==> src/design/obd_pkg.sv <==
// Shared types and codes for the order book depth table.
package obd_pkg;

    typedef enum logic [1:0] {
        OP_ADD    = 2'd0,
        OP_CANCEL = 2'd1,
        OP_QUERY  = 2'd2,
        OP_TOP    = 2'd3
    } op_t;

    typedef enum logic [2:0] {
        STAT_OK      = 3'd0,
        STAT_BAD     = 3'd1,
        STAT_DUP     = 3'd2,
        STAT_UNKNOWN = 3'd3,
        STAT_RANGE   = 3'd4
    } status_t;

    typedef enum logic [2:0] {
        ST_CLEAR,
        ST_IDLE,
        ST_LOOK,
        ST_CANC,
        ST_SCAN,
        ST_WALK,
        ST_FIN,
        ST_EMIT
    } state_t;

    // level part of one result word
    typedef struct packed {
        status_t     status;
        logic [19:0] lp;
        logic [31:0] lq;
        logic        lv;
        logic        last;
    } res_t;

    // book summary as ticks
    typedef struct packed {
        logic [19:0] bid_tick;
        logic [19:0] ask_tick;
        logic        bid_ne;
        logic        ask_ne;
        logic [12:0] total;
    } book_t;

endpackage

==> src/design/obd_result.sv <==
// Result word register: level fields plus book summary and spread.
module obd_result import obd_pkg::*; (
    input  logic         aclk,
    input  logic         aresetn,
    input  logic         load,
    input  res_t         res,
    input  book_t        book,
    output logic         free,
    input  logic         m_ready,
    output logic         m_valid,
    output logic [2:0]   m_status,
    output logic [19:0]  m_level_price,
    output logic [31:0]  m_level_quantity,
    output logic         m_level_valid,
    output logic         m_last,
    output logic [19:0]  m_best_bid,
    output logic [19:0]  m_best_ask,
    output logic         m_bid_present,
    output logic         m_ask_present,
    output logic signed [20:0] m_spread,
    output logic [12:0]  m_active_orders
);
    logic        valid_reg;
    res_t        res_reg;
    book_t       book_reg;
    logic [19:0] bb;
    logic [19:0] ba;
    logic [20:0] spread;

    assign free = !valid_reg || m_ready;
    assign bb   = book.bid_ne ? book.bid_tick : 20'd0;
    assign ba   = book.ask_ne ? book.ask_tick : 20'd0;
    assign spread = (book.bid_ne && book.ask_ne) ? ({1'b0, ba} - {1'b0, bb}) : '1;

    always_ff @(posedge aclk) begin
        if (!aresetn) begin
            valid_reg <= 1'b0;
        end else if (load) begin
            valid_reg <= 1'b1;
        end else if (m_ready) begin
            valid_reg <= 1'b0;
        end
    end

    always_ff @(posedge aclk) begin
        if (load) begin
            res_reg           <= res;
            book_reg.bid_tick <= bb;
            book_reg.ask_tick <= ba;
            book_reg.bid_ne   <= book.bid_ne;
            book_reg.ask_ne   <= book.ask_ne;
            book_reg.total    <= book.total;
            m_spread          <= $signed(spread);
        end
    end

    assign m_valid          = valid_reg;
    assign m_status         = res_reg.status;
    assign m_level_price    = res_reg.lp;
    assign m_level_quantity = res_reg.lq;
    assign m_level_valid    = res_reg.lv;
    assign m_last           = res_reg.last;
    assign m_best_bid       = book_reg.bid_tick;
    assign m_best_ask       = book_reg.ask_tick;
    assign m_bid_present    = book_reg.bid_ne;
    assign m_ask_present    = book_reg.ask_ne;
    assign m_active_orders  = book_reg.total;
endmodule

==> config.mk <==
export PLATFORM = sky130hd
export DESIGN_NAME = obd_result
export DESIGN_NICKNAME = d
export VERILOG_FILES = /design/src/design/obd_pkg.sv /design/src/design/obd_result.sv
export SDC_FILE = /design/constraint.sdc
export NUM_CORES = 1
export LEC_CHECK = 0
export BUFFER_PORTS_ARGS = -buffer_cell sky130_fd_sc_hd__buf_2
export CAP_MARGIN = 10
export CORE_MARGIN = 2
export CORE_UTILIZATION = 48
export DETAILED_ROUTE_END_ITERATION = 16
export PLACE_DENSITY = 0.86
export SYNTH_ARGS = -nofsm -noshare
export SYNTH_HDL_FRONTEND = slang
export SYNTH_SLANG_ARGS = --single-unit
==> constraint.sdc <==
create_clock -name aclk -period 3.2 [get_ports aclk]
set_input_delay 0 -clock aclk [delete_from_list [all_inputs] [get_ports aclk]]
set_output_delay 0 -clock aclk [all_outputs]
set_load 0.01 [all_outputs]
## Word level (Yosys, flattened, before mapping)

Index checks and enable logic that the tools add are counted.

| storage, ports and cells | value |
|---|---|
| flip-flop bits (word level) | 134 |
| bits of input ports | 116 |
| word-level logic and storage cells | 21 |

| cells by class | value |
|---|---|
| add/sub/neg operators | 1 |
| mux-type cells | 4 |
| reduce and logical (&&, ||, !) cells | 4 |

Operator list:

| kind | count |
|---|---|
| $mux 20 | 2 |
| $sub 20x20->21 | 1 |
| $mux 1 | 2 |
| $reduce_bool 2->1 | 1 |
| $logic_and 1x1->1 | 1 |
| $logic_not 1->1 | 1 |
| $logic_or 1x1->1 | 1 |

## Depth between registers and ports, before layout

| depth | value |
|---|---|
| depth in word-level cells | 2 |
| gate-level depth with buffers | 12 |
| depth with buffers taken out | 9 |

## Worst setup path after synthesis

No wires, ideal clock.

| timing path | value |
|---|---|
| path type | in2reg |
| from | input book[13] (netlist name) |
| to | register m_spread[20] (data pin) |
| setup time | 259 ps |
| arrival time | 2269 ps |
| required time | 2941 ps |
| setup slack | 673 ps |
| stages on the path | 11 |
| buffers on the path | 2 |
| cells stage by stage | clkbuf_4 > clkbuf_1 > nand2_1 > ha_1 > fa_1 > and2b_1 > o21ai_0 > a32oi_2 > a311o_2 > a41oi_2 > o31a_1 |

| on the way | value |
|---|---|
| longest elaborated chain between the ends | 2 |

Ends and longest elaborated chain:

| item | line | RTL |
|---|---|---|
| from (decl) | obd_result.sv:7 | `input book_t book,` |
| $mux 20 | obd_result.sv:32 | `assign ba = book.ask_ne ? book.ask_tick : 20'd0;` |
| $sub 20x20->21 | obd_result.sv:33 | `assign spread = (book.bid_ne && book.ask_ne) ? ({1'b0, ba} - {1'b0, bb}) : '1;` |
| to (signal assigned) | obd_result.sv:53 | `m_spread <= $signed(spread);` |
| to (decl) | obd_result.sv:20 | `output logic signed [20:0] m_spread,` |

Parallel ways exist; a longest one is shown, timed or not.
A chain may end at the register's enable or synchronous reset.

## Final worst setup path

| timing path | value |
|---|---|
| from | input book[35] (netlist name) |
| to | register m_spread[20] (data pin) |

| on the way | value |
|---|---|
| longest elaborated chain between the ends | 2 |

Ends and longest elaborated chain:

| item | line | RTL |
|---|---|---|
| $mux 20 | obd_result.sv:31 | `assign bb = book.bid_ne ? book.bid_tick : 20'd0;` |
| via bb[0] | obd_result.sv:26 | `logic [19:0] bb;` |
| $sub 20x20->21 | obd_result.sv:33 |  |

The timed path passes the listed nets, and every way through them passes these cells.

==> impl_results.md <==
* First-pass GRT wire length at ~30 mm
* YS warnings at 0
* WL per Instance at 21.16 um
* Num CTS Buffers at 17
* Cell with the most instances after synthesis: edfxtp_1
* M2 GR Usage at 52.86%
* Power share of the combinational group at between 15 and 20%
* NumNets Final at between 900 and 1000
* Synth async-reset ratio at 0%
* Sequential Power Share at between 40% and 50%
* Slew Limit Fails at 0
* # IOs at 251
* Die Y at about 110 um
* Max Cap Viol at 0
* Status: finished, final reports clean
* Clock Skews at 0 ns
* Reg2Reg Depth at 3
* Fillcell total at around 750
* Fmax at ~0.36 GHz
* # setup viols final at 0
* Worst Max-Slew Pin Slew at 1.145 ns
* Min-Delay Path Class: in -> reg
* Critical path, cell by cell: dlygate4sd3_1 -> buf_2 -> and2_1 -> ha_1 -> fa_1 -> and2b_1 -> o21ai_0 -> a32oi_2 -> a311o_2 -> a41oi_2 -> o31a_1
* Max VDD drop at about 0.00036 V
* Unrepaired setup endpoints after global routing: false
* Worst-Skew Late Latency at just over 0.4 ns
* CP max stage delay at roughly 0.53 ns
* Clk buf depth at 2
* Met3 Use GR at 9.635%
* Pwr Density at around 550 mW/mm2
* Flop-to-flop setup slack at between 1.5 and 2 ns
* Root Driver: clkbuf_16
* Worst R2R End: m_valid$_SDFFE_PN0P_
* Internal power at 3.676 mW
* Placed Area at just over 0.007 mm2
* TritonCTS clock tree: yes
* Post-DRT Antenna Nets at 0
* Core area at 0.01191 mm2
* Routed vias at about 5200
* Layout cells sized above 1 at 36.95%
* Clock share of power at about 40%
* Setup crit end: m_spread[20]$_SDFFCE_PN1P_
* Synth area leaders: edfxtp_1 69%, ha_1 3.7%, and2_1 3.0%
* Worst Setup SP: book[35]
* Leakage power at between 3 and 4 nW
* Final period utilization at between 80% and 90%
* Period minus WS final at roughly 2.8 ns
* PostCTS Resize Cnt at 0
* Cell area after synthesis at around 0.0058 mm2
* Starting density of the core at around half
* Overflow after GRT at 0
* Synth Register Bits at ~130
* Share of the synthesized area in the top cell type at between 60% and 70%
* Die W at approximately 110 um
* Commonest register cell after synthesis: edfxtp_1
* Largest net degree at the start of global routing at ~130
* Vias in the first global route at ~5300
* Htree depth at 4
* Pre-CTS setup slack at 0.4253 ns
* Worst Path Required at around 3.4 ns
* IO buf count at 250
* Highest-delay cell along the critical path: dlygate4sd3_1
* Vias per cell at 5.429
* Distinct cells, synth at 62
* Fin util at about three quarters
* Max_slew headroom at 23.69%
* Reg area at 0.004014 mm2
* Mean post-synth cell area at roughly 14 um2
* Net Count, Synth at about 560
* Worst-path clk slew at roughly 0.06 ns
* Pwr Total at between 4 and 5 mW
* TritonRoute pass-1 iters at 5
* Number of flops mapped to enable cells by yosys at 133
* Crit path max fanout at 4
* Switching power share of the total at between 20% and 30%
* Met1 usage at between 30% and 40%
* Kind of critical path: in -> reg
* Die ar. at roughly 0.013 mm2
* Hold Fails Final Rpt at 0
* Final Instance Area at 0.008890 mm2
* R2R Path Start: m_valid$_SDFFE_PN0P_
* Net Switching at around 1.2 mW
* Area of the multi-input gates at ~0.0016 mm2
* Fin Setup TNS at 0 ns
* Row cnt at 40
* Yosys top cell by area: edfxtp_1
* Antenna violations before repair at 1
* Gr usage total at between 30% and 40%
* CP arrival at between 2 and 3 ns
* Area growth, synth to finish at 52.66%
* Final WL at 20.08 mm
* Seq/Total Area, Yosys at 68.93%
* CTS Sinks at approximately 130
* Setup ws final at 0.4334 ns
* Starting DRT DRC Count at between 500 and 600
* DRC at 0
* Crit end category: flip-flop
* RePlAce Congestion at a little under 0.9
* Synth cell count leaders: 133 x edfxtp_1, 38 x nand2_1, 28 x and2_1, 28 x inv_1
* CP startpoint kind: input port
* DP HPWL at about 12 mm
* Post-Syn Instances at approximately 420
* Global route hottest layer: met2
==> sequential cells by signal, indices dropped and copies added, names as in the netlist, 3 cells and up <==
name	cells
m_level_quantity	32
m_best_bid	20
m_status	3
m_spread	21
m_best_ask	20
m_active_orders	13
m_level_price	20
==> routing by layer <==
layer / share of wire, % / up-vias
li1: - / 2312
met1: 34 / 2440
met2: 51 / 306
met3: 8.5 / 94
met4: 6.4 / 0
met5: 0 / -
==> what timing repair did <==
action	CTS	global route
hold buffers	108	0
hold endpoints to repair	107	0
buffers inserted	0	0
==> critical path, delay by kind of cell <==
family / cells / cell delay (ns)
AOI/OAI and AO/OA: 5 / 1.18
buffers and inverters: 2 / 0.65
adders and majority gates: 2 / 0.64
and+or+nand+nor: 2 / 0.45
==> placed cells by master, fill, tap and decap left out, types with 2 or more instances in the layout <==
cell / count
a2111oi_0: 3
a21o_1: 7
a21oi_1: 21
a221o_1: 2
a311oi_1: 2
a31oi_1: 5
and2_1: 28
and2b_1: 2
and3_1: 8
and4_1: 2
buf_2: 249
buf_4: 5
bufinv_16: 3
clkbuf_1: 2
clkbuf_16: 17
clkinv_2: 4
clkinv_4: 2
clkinvlp_4: 2
dlygate4sd3_1: 108
edfxtp_1: 133
ha_1: 17
inv_1: 28
mux2i_1: 3
nand2_1: 38
nand3_1: 8
nand4_1: 4
nor2_1: 17
nor2b_1: 5
nor3_1: 5
o21a_1: 3
o21ai_0: 21
o21bai_1: 3
or3_1: 2
xnor2_1: 5
xor2_1: 4
==> power by group through the flow <==
stage               registers (mW)  logic (mW)  clock network [mW]
floorplan                     2.25       0.268                   0
global placement              2.16       0.657                   0
detailed placement            2.17       0.670                   0
CTS                           2.14       0.784                1.95
global route                  2.16       0.869                2.05
finish                        2.15       0.807                1.97
==> per-stage QoR <==
step	hold slack, ns	cells
2_1_floorplan	0.09887	422
3_3_place_gp	0.1769	808
3_5_place_dp	0.1784	808
4_1_cts	0.001131	948
5_1_grt	0.02660	949
6_report	0.02503	949
==> kinds of logic (layout without fill, tap and decap cells) <==
logic type,count (synthesis),count (layout),share of synthesized area [%]
buffers and inverters,44,423,3.244
adder cells (fa/ha/maj),18,18,3.997
other,0,1,0
XOR/XNOR,9,9,1.354
AO/OA/AOI/OAI,84,84,10.06
flip-flops,134,134,68.93
multiplexers,3,3,0.5157
AND/OR/NAND/NOR,130,130,11.90
==> worst min-delay path by stage <==
| stage | to | cells past startpoint | start |
|---|---|---|---|
| 2_1_floorplan | m_active_orders[0]$_DFFE_PP_ | 0 | book[0] |
| 5_1_grt | m_ask_present$_DFFE_PP_ | 1 | book[13] |
| 3_5_place_dp | m_level_quantity[26]$_DFFE_PP_ | 1 | res[28] |
| 4_1_cts | m_ask_present$_DFFE_PP_ | 1 | book[13] |
| 3_3_place_gp | m_level_quantity[3]$_DFFE_PP_ | 1 | res[5] |
| 6_report | m_best_ask[3]$_DFFE_PP_ | 3 | book[18] |
==> final cells by class <==
cell class                      count  share of cell area [%]
Sequential cell                   134                   45.15
Timing Repair Buffer              363                   26.73
Multi-Input combinational cell    244                   18.23
Clock buffer                       19                   4.870
Tap cell                          147                   2.069
Clock inverter                     13                   1.745
Inverter                           28                   1.182
Antenna cell                        1                 0.02815
Note: power is estimated with default switching activity, not from simulation.
